<file path="src/sv/nfha_pkg.sv">
// ----------------------------------------------------------------------------
// nfha_pkg
// Shared types and codes for the next-fit handle allocator.
// ----------------------------------------------------------------------------
package nfha_pkg;

    // Width of a handle on the command and result ports
    localparam int HANDLE_W = 8;

    // Operation codes
    typedef logic [1:0] t_op;
    localparam t_op OP_ALLOC   = 2'd0;
    localparam t_op OP_RELEASE = 2'd1;
    localparam t_op OP_LOOKUP  = 2'd2;

    // Command transaction
    typedef struct packed {
        t_op                 operation;
        logic [HANDLE_W-1:0] handle;
    } t_cmd;

    // Result transaction
    typedef struct packed {
        logic [HANDLE_W-1:0] result_handle;
        logic                success;
        logic                all_released;
    } t_result;

endpackage

</file>
<file path="src/sv/nfha_used_map.sv">
// ----------------------------------------------------------------------------
// nfha_used_map
// One-bit-wide used-flag memory: one write port, one registered read port.
// ----------------------------------------------------------------------------
module nfha_used_map #(
    parameter int DEPTH  = 256,
    parameter int ADDR_W = 8
) (
    input  logic              i_clk,
    input  logic              i_we,
    input  logic [ADDR_W-1:0] i_waddr,
    input  logic              i_wdata,
    input  logic [ADDR_W-1:0] i_raddr,
    output logic              o_rdata
);

    logic r_mem [DEPTH];

    // write port
    always_ff @(posedge i_clk) begin
        if (i_we) begin
            r_mem[i_waddr] <= i_wdata;
        end
    end

    // registered read port
    always_ff @(posedge i_clk) begin
        o_rdata <= r_mem[i_raddr];
    end

endmodule

</file>
<file path="src/sv/next_fit_handle_allocator_unit.sv">
// ----------------------------------------------------------------------------
// next_fit_handle_allocator_unit
// Next-fit handle allocator with allocate, release and lookup commands.
// ----------------------------------------------------------------------------
// A command is taken when start is high and busy is low. Allocate scans the
// used-flag memory one handle per cycle, starting after the last issued
// handle and wrapping past handle 0; the rate is set by the single memory
// read port feeding one compare per cycle. Release and lookup do one memory
// read, then the check and write-back. After reset the block sweeps the
// memory to clear it, with busy high. Each result shows on o_result for one
// cycle with o_done high and cannot be held off by the receiver;
// all_released reports whether no handle is in use after that command.
// ----------------------------------------------------------------------------
module next_fit_handle_allocator_unit
    import nfha_pkg::*;
#(
    parameter int HANDLE_COUNT = 256
) (
    input  logic    i_clk,
    input  logic    i_rst_n,
    input  logic    start,
    input  t_cmd    i_cmd,
    output logic    busy,
    output logic    o_done,
    output t_result o_result
);

    localparam int IDX_W  = $clog2(HANDLE_COUNT);
    localparam int WIDE_W = ((IDX_W > HANDLE_W) ? IDX_W : HANDLE_W) + 1;
    localparam logic [IDX_W-1:0] LAST_IDX = IDX_W'(HANDLE_COUNT - 1);

    typedef enum logic [1:0] {
        S_CLEAR,
        S_IDLE,
        S_SCAN,
        S_CHECK
    } t_state;

    t_state              r_state;
    logic [IDX_W-1:0]    r_clr;
    logic [IDX_W-1:0]    r_last;
    logic [IDX_W-1:0]    r_chk;
    logic [IDX_W-1:0]    r_tries;
    logic [IDX_W-1:0]    r_used;
    t_op                 r_op;
    logic [HANDLE_W-1:0] r_h;
    logic                r_in_range;

    logic                mem_we;
    logic [IDX_W-1:0]    mem_waddr;
    logic                mem_wdata;
    logic [IDX_W-1:0]    mem_raddr;
    logic                mem_rdata;

    logic [WIDE_W-1:0]   h_wide;
    logic [WIDE_W-1:0]   rh_wide;
    logic [IDX_W-1:0]    h_idx;
    logic                h_in_range;
    logic                accept;
    logic                hit;

    // next candidate after a handle, skipping handle 0
    function automatic logic [IDX_W-1:0] next_idx(input logic [IDX_W-1:0] h);
        logic [IDX_W-1:0] n;
        if (h == LAST_IDX) begin
            n = IDX_W'(1);
        end else begin
            n = h + IDX_W'(1);
        end
        return n;
    endfunction

    // command decode
    assign accept     = start && (r_state == S_IDLE);
    assign h_wide     = WIDE_W'(i_cmd.handle);
    assign rh_wide    = WIDE_W'(r_h);
    assign h_idx      = h_wide[IDX_W-1:0];
    assign h_in_range = (i_cmd.handle != '0) && (h_wide < WIDE_W'(HANDLE_COUNT));
    assign hit        = r_in_range && mem_rdata;
    assign busy       = (r_state != S_IDLE);

    // memory port control
    always_comb begin
        mem_we    = 1'b0;
        mem_waddr = r_chk;
        mem_wdata = 1'b0;
        mem_raddr = h_idx;
        case (r_state)
            S_CLEAR: begin
                mem_we    = 1'b1;
                mem_waddr = r_clr;
            end
            S_IDLE: begin
                if (i_cmd.operation == OP_ALLOC) begin
                    mem_raddr = next_idx(r_last);
                end
            end
            S_SCAN: begin
                mem_raddr = next_idx(r_chk);
                if (!mem_rdata) begin
                    mem_we    = 1'b1;
                    mem_wdata = 1'b1;
                end
            end
            S_CHECK: begin
                mem_waddr = h_idx;
                if (r_op == OP_RELEASE && hit) begin
                    mem_we    = 1'b1;
                    mem_waddr = rh_wide[IDX_W-1:0];
                end
            end
            default: begin
            end
        endcase
    end

    nfha_used_map #(
        .DEPTH  (HANDLE_COUNT),
        .ADDR_W (IDX_W)
    ) u_used_map (
        .i_clk   (i_clk),
        .i_we    (mem_we),
        .i_waddr (mem_waddr),
        .i_wdata (mem_wdata),
        .i_raddr (mem_raddr),
        .o_rdata (mem_rdata)
    );

    // sequencer, state and registered result
    always_ff @(posedge i_clk) begin
        if (!i_rst_n) begin
            r_state <= S_CLEAR;
            r_clr   <= '0;
            r_last  <= '0;
            r_used  <= '0;
            o_done  <= 1'b0;
        end else begin
            o_done <= 1'b0;
            case (r_state)
                // clear sweep after reset
                S_CLEAR: begin
                    r_clr <= r_clr + IDX_W'(1);
                    if (r_clr == LAST_IDX) begin
                        r_state <= S_IDLE;
                    end
                end
                // wait for a command; first read already issued
                S_IDLE: begin
                    if (accept) begin
                        r_op       <= i_cmd.operation;
                        r_h        <= i_cmd.handle;
                        r_in_range <= h_in_range;
                        r_chk      <= next_idx(r_last);
                        r_tries    <= IDX_W'(1);
                        if (i_cmd.operation == OP_ALLOC) begin
                            r_state <= S_SCAN;
                        end else begin
                            r_state <= S_CHECK;
                        end
                    end
                end
                // next-fit search, one candidate per cycle
                S_SCAN: begin
                    if (!mem_rdata) begin
                        r_used                 <= r_used + IDX_W'(1);
                        r_last                 <= r_chk;
                        o_done                 <= 1'b1;
                        o_result.result_handle <= HANDLE_W'(r_chk);
                        o_result.success       <= 1'b1;
                        o_result.all_released  <= 1'b0;
                        r_state                <= S_IDLE;
                    end else if (r_tries == LAST_IDX) begin
                        o_done                 <= 1'b1;
                        o_result.result_handle <= '0;
                        o_result.success       <= 1'b0;
                        o_result.all_released  <= (r_used == '0);
                        r_state                <= S_IDLE;
                    end else begin
                        r_chk   <= next_idx(r_chk);
                        r_tries <= r_tries + IDX_W'(1);
                    end
                end
                // release or lookup check
                S_CHECK: begin
                    o_done                 <= 1'b1;
                    o_result.result_handle <= r_h;
                    o_result.success       <= hit &&
                        ((r_op == OP_RELEASE) || (r_op == OP_LOOKUP));
                    if (r_op == OP_RELEASE && hit) begin
                        r_used                <= r_used - IDX_W'(1);
                        o_result.all_released <= (r_used == IDX_W'(1));
                    end else begin
                        o_result.all_released <= (r_used == '0);
                    end
                    r_state <= S_IDLE;
                end
                default: begin
                    r_state <= S_IDLE;
                end
            endcase
        end
    end

endmodule
</file>
<file path="config.mk">
export PLATFORM = sky130hd
export DESIGN_NAME = next_fit_handle_allocator_unit
export DESIGN_NICKNAME = d
export VERILOG_FILES = /design/src/sv/nfha_pkg.sv /design/src/sv/nfha_used_map.sv /design/src/sv/next_fit_handle_allocator_unit.sv
export SDC_FILE = /design/constraint.sdc
export NUM_CORES = 1
export LEC_CHECK = 0
export BUFFER_PORTS_ARGS = -buffer_cell sky130_fd_sc_hd__clkbuf_2
export CAP_MARGIN = 20
export CORE_MARGIN = 2
export CORE_UTILIZATION = 35
export DETAILED_ROUTE_END_ITERATION = 10
export PLACE_DENSITY = 0.52
export SLEW_MARGIN = 30
export SYNTH_ARGS = -nofsm -noshare
export SYNTH_HDL_FRONTEND = slang
export SYNTH_SLANG_ARGS = --single-unit
</file>
<file path="constraint.sdc">
create_clock -name i_clk -period 12.4 [get_ports i_clk]
set_input_delay 2.48 -clock i_clk [delete_from_list [all_inputs] [get_ports i_clk]]
set_output_delay 2.48 -clock i_clk [all_outputs]
set_load 0.02 [all_outputs]
</file>
## Yosys cells after proc, flatten, opt, wreduce, memory -nomap -nowiden

Memories as Yosys holds them, arrays and structs flattened. A register that Yosys moved wholly into a read port is not among the register bits.
Index checks and enable logic that the tools add are counted.

- Register bits after elaboration: 64
- Bits in latches: 0
- RAM bits: 256
- Memory bits (read-only): 0
- Output and inout port bits: 12
- Memories: 1

- Add/sub/neg operators: 6
- Multiply operators: 0
- Divide/modulo/power cells: 0
- Order comparisons: 1
- Eq/ne operators: 18
- Shift-type cells: 0
- Mux-type cells: 36
- Bitwise logic cells: 1
- Reductions and logical operators: 18

Memory list:

| memory | words | bits a word | read ports | clocked after Yosys merged registers in | wr ports | line | source |
|---|---|---|---|---|---|---|---|
| u_used_map.r_mem | 256 | 1 | 1 | 1 | 1 | nfha_used_map.sv:17 | `logic r_mem [DEPTH];` |

Operators with widths:

| operator | count |
|---|---|
| two-way mux 8 bit | 12 |
| one-hot mux 8 bit (2 select lines) | 5 |
| adder 8 x 1 -> 8 bit, second input constant | 5 |
| == test 8 bit, second input constant | 4 |
| two-way mux 10 bit | 2 |
| one-hot mux 10 bit (2 select lines) | 1 |
| AND reduction 3 bit | 4 |
| inequality test 2 bit, second input constant | 5 |
| < comparator 8 x 9 -> 1 bit, second input constant | 1 |
| two-way mux 1 bit | 9 |
| == test 8 x 1 -> 1 bit, second input constant | 1 |
| logical NOT 8 bit | 1 |
| two-way mux 2 bit | 4 |
| one-hot mux 2 bit (4 select lines) | 1 |
| nonzero test 8 bit | 1 |
| subtractor 8 x 1 -> 8 bit, second input constant | 1 |
| == test 2 bit, second input constant | 3 |
| logical AND 1 bit | 5 |
| AND reduction 5 bit | 1 |
| == test 2 x 1 -> 1 bit, second input constant | 2 |
| logical NOT 2 bit | 2 |
| inequality test 2 x 1 -> 1 bit, second input constant | 2 |
| nonzero test 2 bit | 2 |
| inequality test 3 bit, second input constant | 1 |
| 5 further kinds | 5 |

## Logic depth before layout (Yosys ltp)

Gate-level depths: netlist of run 1.

- Depth after elaboration: 6
- Gate-level depth with buffers: 16

## Modules after synthesis

Synthesis of run 1 repeated with hierarchy kept, for this count alone.

- Cell total of the unflattened synthesis: 1,173
- Area total of the unflattened synthesis: 14,695.3 um2

Modules (own cells, without submodules):

| module | instances | cells each | area an instance (um2) |
|---|---|---|---|
| nfha_used_map | 1 | 788 | 11,128.2 |
| next_fit_handle_allocator_unit | 1 | 385 | 3,567.2 |

## Worst setup path before layout of run 1

No wires, ideal clock.

- Path kind: register to register
- From: reg r_state[0]
- To: mem u_used_map.r_mem[0], data pin
- Arrival: 3.810 ns
- Data required time: 11.072 ns
- Setup slack: 7.263 ns
- Cell stages (with the launch flop): 7
- Cell sequence: dfxtp_1 inv_1 ha_1 buf_2 nand2b_1 clkbuf_1 clkinv_1

- Longest elaborated chain between the ends: 2

RTL lines:

| element | line | source |
|---|---|---|
| start, declared | next_fit_handle_allocator_unit.sv:39 | `t_state r_state;` |
| start signal, assigned | next_fit_handle_allocator_unit.sv:132 | `r_state <= S_CLEAR;` |
| start signal, assigned | next_fit_handle_allocator_unit.sv:144 | `r_state <= S_IDLE;` |
| start signal, assigned | next_fit_handle_allocator_unit.sv:156 | `r_state <= S_SCAN;` |
| == test 2 bit | next_fit_handle_allocator_unit.sv:88 | `case (r_state)` |
| two-way mux 1 bit | next_fit_handle_allocator_unit.sv:88 |  |
| net mem_wdata | next_fit_handle_allocator_unit.sv:51 | `logic mem_wdata;` |
| end, declared | nfha_used_map.sv:17 |  |

The timed path passes the listed nets, and every way through them passes these cells.

## Worst setup path after layout of run 1

- From: in i_cmd[8] (netlist name)
- To: reg u_used_map.o_rdata (read register of u_used_map.r_mem)

- Longest elaborated chain between the ends: 3

RTL lines:

| element | line | source |
|---|---|---|
| start, declared | next_fit_handle_allocator_unit.sv:22 | `input t_cmd i_cmd,` |
| logical NOT 2 bit | next_fit_handle_allocator_unit.sv:94 | `if (i_cmd.operation == OP_ALLOC) begin` |
| two-way mux 8 bit | next_fit_handle_allocator_unit.sv:94 |  |
| one-hot mux 8 bit (2 select lines) | next_fit_handle_allocator_unit.sv:88 |  |
| end, declared | nfha_used_map.sv:14 | `output logic o_rdata` |

No other way between the ends.
A chain may end at the register's enable or synchronous reset.

==> flow_summary.json, run 1 <==
{
  "status": "completed",
  "dp_hpwl_um": 24000,
  "hold_class": "flip-flop to flip-flop",
  "io_pins": 25,
  "crit_path_top_delay_cell": "buf_4",
  "nNetsFinal": 1403,
  "viasPerCell": 5.30,
  "cts_repair_resize_count": 0,
  "synth_flop_cell": "edfxtp_1",
  "setup_viol": 0,
  "grt_pass1_vias": 10064,
  "io_buffer_count": 24,
  "gp_congestion": 0.876,
  "synth_edf_count": 293,
  "synthesis.area_sq_mm": 0.0151,
  "r2r-end": "u_used_map.o_rdata",
  "core-area_sq_mm": 0.0429,
  "yosys_register_bits": 321,
  "antenna_cells": 0,
  "postRouteAntennaNets": 0,
  "min_from": "r_last[7]",
  "rsz0062_at_grt": "no",
  "skew_ps": 23.8,
  "drv_slew": 0,
  "track_usage_pct": 18.5,
  "ff2ff_setup_slack_ps": 7580,
  "cts_max_level": 2,
  "wire_per_inst_um": 20.6,
  "grt_pass1_wl_um": 61900,
  "async_reset_ff_share_pct": 0,
  "crit_required_ps": 12830,
  "end_kind": "flip-flop",
  "fmax_ghz": 0.176,
  "die_h_um": 212,
  "drt-initial-drc-count": 838,
  "hold_ws_ps": 502,
  "row_count": 76,
  "start_util_pct": 35.3,
  "r2r_start": "r_state[0]",
  "leakagePower_nw": 5.60,
  "avgSynthCellArea_sq_um": 10.9,
  "finalHoldViolCount": 0,
  "syn2layout_area_growth_pct": 11.4,
  "fillers": 4186,
  "synthCells": 1390,
  "antenna_found_initial": 0,
  "critical-path-max-stage-delay_ps": 760,
  "grt.overflow.total": 0,
  "seqCellArea_sq_mm": 0.00936,
  "layout.cells.most_common": "nor2_1",
  "clk_latency_ps": 550,
  "drive_gt1_share_pct": 8.85,
  "path_buf_inv": 3,
  "tightest_slew_ps": 1010,
  "hold_path_end": "r_last[7]",
  "worstSetupPathType": "input port to flip-flop",
  "ys_seq_area_share_pct": 61.9,
  "synth_fp_nets": 1415,
  "cts_tree": "built",
  "multi_input_area_sq_mm": 0.00533,
  "yosys_warnings": 0,
  "cts_buffers": 37,
  "fin_cells": 1986,
  "post-cts-setup-buffers": 0,
  "grt_max_degree": 149,
  "route.detailed.drc": 0,
  "cts_buffer_depth": 3,
  "vias": 10523,
  "placedCellCount": 1923,
  "p_per_area_mw_per_mm2": 238,
  "hold_buffers": 0,
  "cap_viol_max_count": 0,
  "holdPathStages": 2,
  "path_max_fanout": 55,
  "max-vdd-ir-drop_mv": 0.139,
  "synth.distinct_cells": 69,
  "cts.sinks": 321,
  "cp.arrival_ps": 6100,
  "start_kind": "input port",
  "die_area_sq_mm": 0.0449,
  "path_delay_family": "buffers and inverters",
  "relSlewSlack_pct": 32.2,
  "r2r_cells": 12,
  "path_clk_slew_ps": 60,
  "worstPathCellList": "clkbuf_2 > o21ai_0 > o221ai_2 > a211oi_4 > buf_4 > buf_4 > mux4_1 > a211oi_1 > a21oi_1 > nand4_1 > nand4_1",
  "final_cell_mix": "nor2_1, edfxtp_1, nand2_1",
  "wl_um": 40900,
  "cts-root-buf": "clkbuf_16",
  "finalCritPeriodShare_pct": 45.7,
  "post-route-min-period_ps": 5670,
  "fp.dieW_um": 212,
  "setup_tns_ps": 0,
  "first_pass_iters": 5
}
power by group:
part | total [mW] | internal [mW] | switching [mW] | leakage [nW]
clock | 1.04 | 0.600 | 0.438 | 0.556
combinational | 1.62 | 0.407 | 1.21 | 2.04
sequential | 1.35 | 1.30 | 0.0497 | 3.00
total | 4.01 | 2.31 | 1.70 | 5.60
worst reg2reg max path, cell delays in order (launching register included):
cell and delay [ps]:
dfxtp_1 400, inv_1 80, ha_1 510, inv_1 580, nor3_4 120, a211oi_4 260
buf_4 600, buf_4 840, mux4_1 680, a211oi_1 250, a21oi_1 110, nand4_1 140
nand4_1 110
registers in the layout, indices dropped and copies added (netlist names), 8 cells and up:
| name | cells |
|---|---|
| o_result | 10 |
| r_chk | 8 |
| r_clr | 8 |
| r_h | 8 |
| r_last | 8 |
| r_tries | 8 |
| r_used | 8 |
| u_used_map.r_mem | 256 |
worst max-delay path by stage:
stage / from / end / slack, ps / cells after the start
finish: i_cmd[8] / u_used_map.o_rdata / 6730 / 11
global route: i_cmd[9] / u_used_map.o_rdata / 6580 / 11
global placement: i_cmd[9] / u_used_map.o_rdata / 6300 / 11
detailed placement: i_cmd[9] / u_used_map.o_rdata / 6260 / 11
floorplan: r_state[0] / u_used_map.r_mem[0] / 7260 / 6
CTS: i_cmd[8] / u_used_map.o_rdata / 6840 / 11
per-stage QoR:
stage / worst slack, ps / util [%] / area, sq um / power, mW
6_report: 6730 / 39.3 / 16800 / 4.01
2_1_floorplan: 7260 / - / 15100 / 2.45
3_5_place_dp: 6260 / 36.6 / 15700 / 2.98
4_1_cts: 6840 / 39.2 / 16800 / 4.03
5_1_grt: 6580 / 39.3 / 16800 / 4.22
3_3_place_gp: 6300 / 36.5 / 15700 / 2.97
per-layer routing:
metal,global-route usage (%),vias up,share of wire [%]
met5,0,-,0
met4,5.20,0,2.1
met3,4.18,54,6.9
met2,28.9,289,45
met1,25.8,5244,46
li1,-,4936,-
cell type report:
| cell class | instances | share of cell area (%) |
|---|---|---|
| Inverter | 13 | 0.319 |
| Timing Repair Buffer | 39 | 1.52 |
| Tap cell | 585 | 4.34 |
| Clock buffer | 44 | 5.78 |
| Multi-Input combinational cell | 966 | 31.6 |
| Sequential cell | 321 | 55.5 |
| Clock inverter | 18 | 0.884 |
cells in the mapped netlist, types with 3 or more instances:
cell type  number  share of area (%)
mux4_1          5               0.87
and4_1          3               0.17
edfxtp_1      293                 58
a311oi_1       11               0.64
a22o_1          7               0.41
mux2i_1        57                3.8
o21ai_0        19               0.63
a211oi_1       19               0.94
o2111ai_1       3               0.17
o22ai_1         4               0.17
clkbuf_1       51                1.3
buf_2          22               0.73
nor3_1         14               0.46
a21boi_0       10               0.50
buf_4           8               0.40
buf_6           4               0.30
a22oi_1         4               0.20
inv_1          10               0.25
nand2b_1       10               0.41
a31oi_1        14               0.58
o211ai_1        8               0.40
buf_1           5               0.12
a21oi_1        60                2.0
xnor2_1        13               0.75
ha_1           12               0.99
and3_1         13               0.54
nand3_1        67                2.2
dfxtp_1        28                3.7
o21a_1          7               0.35
nand4_1        12               0.50
and2_1          4               0.17
or3_1           3               0.12
mux4_2          4               0.60
nand2_1       215                5.3
nor4_1          3               0.12
nor2_1        311                7.7
xor2_1         14               0.81
cells by family (layout without fill, tap and decap cells):
group,after synthesis,in the layout,synth area share [%]
multiplexers,68,68,5.39
AO/OA/AOI/OAI,187,187,8.27
flip-flops,321,321,61.9
AND/OR/NAND/NOR,672,672,18.8
XOR/XNOR,27,27,1.56
buffers and inverters,103,114,3.14
adder cells (fa/ha/maj),12,12,0.993
Power figures use the tool's default switching activity.
==> run 2: changes to the inputs <==
Clock period 12.4 ns to 5.3 ns, I/O delays scaled along.
==> run 2 against run 1 <==
Against the previous run: design area rose by 0.82%; cell count rose by 0.35%; via count increased by 1.1%; count of clock-buffer cells in the layout rose by 3; clock skew fell by 4.7 ps; sequential share of layout area decreased by 0.45 points; non-clock buffer count grew 6; sequential power increased by 130%; worst hold slack gained 8.3 ps; core utilization rose by 0.32 points; global-route usage increased by 0.55 points; first-iteration DRC count up 36%; critical path type is now flip-flop to flip-flop.
==> flow_summary.json, run 2 (synthesized netlist as in run 1, its figures left out) <==
{
  "busiest_layer": "met2",
  "hold_buffers": 0,
  "multi_input_area_sq_mm": 0.00532,
  "postRouteAntennaNets": 0,
  "start_kind": "flip-flop",
  "fmax_ghz": 0.244,
  "cts_max_level": 2,
  "leakagePower_nw": 5.67,
  "drive_gt1_share_pct": 9.02,
  "tightest_slew_ps": 1000,
  "largest-register": "u_used_map.r_mem",
  "largest_reg_flops": 256,
  "cts_tree": "built",
  "final_cell_mix": "nor2_1, edfxtp_1, nand2_1",
  "drv_slew": 0,
  "io_pins": 25,
  "use_met1_pct": 27.0,
  "start_util_pct": 35.3,
  "finalHoldViolCount": 0,
  "end_kind": "flip-flop",
  "placedCellCount": 1929,
  "finalCritPeriodShare_pct": 77.4,
  "die_area_sq_mm": 0.0449,
  "relSlewSlack_pct": 32.9,
  "status": "completed",
  "wl_um": 42200,
  "antenna_cells": 0,
  "grt_max_degree": 135,
  "fp.dieW_um": 212,
  "viasPerCell": 5.34,
  "grt_pass1_vias": 10168,
  "syn2layout_area_growth_pct": 12.3,
  "setup_tns_ps": 0,
  "cts.sinks": 321,
  "crit_required_ps": 5730,
  "clk_latency_ps": 560,
  "vias": 10639,
  "nNetsFinal": 1409,
  "dp_hpwl_um": 25700,
  "die_h_um": 212,
  "fin_util_pct": 39.6,
  "fillers": 4109,
  "path_clk_slew_ps": 60,
  "post-cts-setup-buffers": 0,
  "grt.overflow.total": 0,
  "row_count": 76,
  "track_usage_pct": 19.0,
  "seqCellArea_sq_mm": 0.00936,
  "drt-initial-drc-count": 1137,
  "cts_buffer_depth": 3,
  "first_pass_iters": 5,
  "setup_viol": 0,
  "path_max_fanout": 25,
  "post-route-min-period_ps": 4100,
  "cp.arrival_ps": 4540,
  "antenna_found_initial": 0,
  "route.detailed.drc": 0,
  "core-area_sq_mm": 0.0429,
  "worstSetupPathType": "flip-flop to flip-flop",
  "rsz0062_at_grt": "no",
  "cts-root-buf": "clkbuf_16",
  "grt_pass1_wl_um": 63700,
  "wire_per_inst_um": 21.2,
  "hold_class": "flip-flop to flip-flop",
  "io_buffer_count": 24,
  "use_met3_pct": 2.97,
  "skew_ps": 19.1,
  "p_per_area_mw_per_mm2": 567,
  "cts_buffers": 37,
  "gp_congestion": 0.895,
  "reg_top3": "u_used_map.r_mem x256, o_result x10",
  "ff2ff_setup_slack_ps": 1200,
  "setup_slack_ps": 1200,
  "fin_cells": 1993,
  "cts_repair_resize_count": 0,
  "pre_cts_slack_ps": 978,
  "cap_viol_max_count": 0,
  "layout.cells.most_common": "nor2_1",
  "power_mw": 9.62,
  "grtUsageMet2_pct": 29.9,
  "max-vdd-ir-drop_mv": 0.516
}
-- run 2: cell types whose count changed in the layout (fill, tap and decap cells not counted), sizes merged --
cell / previous run / this run
clkinv: 16 / 10
buf: 15 / 21
clkinvlp: 1 / 0
bufinv: 2 / 5
inv: 12 / 14
clkbuf: 68 / 71
-- run 2: worst max-delay path, cell delays in order (launching register included) --
cell       delay [ps]
dfxtp_1           410
inv_1              90
ha_1              520
nor4bb_1          220
o21ai_1           680
nand2_2           630
buf_4             370
mux4_2            310
a2111oi_2         350
o21ai_1           180
nand4_1           140
nand4_1            80
-- run 2: power breakdown --
part	leakage [nW]	internal (mW)	switching (mW)
registers	3.00	3.04	0.121
logic	2.07	1.00	2.86
clock network	0.590	1.56	1.04
-- run 2: stage by stage --
stage | cell area (sq um) | hold slack (ps)
floorplan | 15100 | 464
global placement | 15800 | 482
detailed placement | 15800 | 498
CTS | 17000 | 507
global route | 17000 | 533
finish | 17000 | 510
-- run 2: final timing paths --
check | from | endpoint | cells past startpoint
max | r_state[0] | u_used_map.o_rdata | 11
min | r_last[6] | r_last[6] | 2
max reg2reg | r_state[0] | u_used_map.o_rdata | 11
min reg2reg | r_last[6] | r_last[6] | 2
-- run 2: metal layers --
layer / vias up / wire length (um)
met1: 5330 / 19700
met4: 0 / 918
met3: 57 / 2270
met5: - / 0
li1: 4949 / -
met2: 303 / 19300
-- run 2: final cells by class --
cell class / instances / share of cell area [%]
Sequential cell: 321 / 55.1
Multi-Input combinational cell: 966 / 31.3
Clock buffer: 47 / 5.80
Tap cell: 585 / 4.31
Timing Repair Buffer: 45 / 1.84
Clock inverter: 16 / 1.33
Inverter: 13 / 0.317
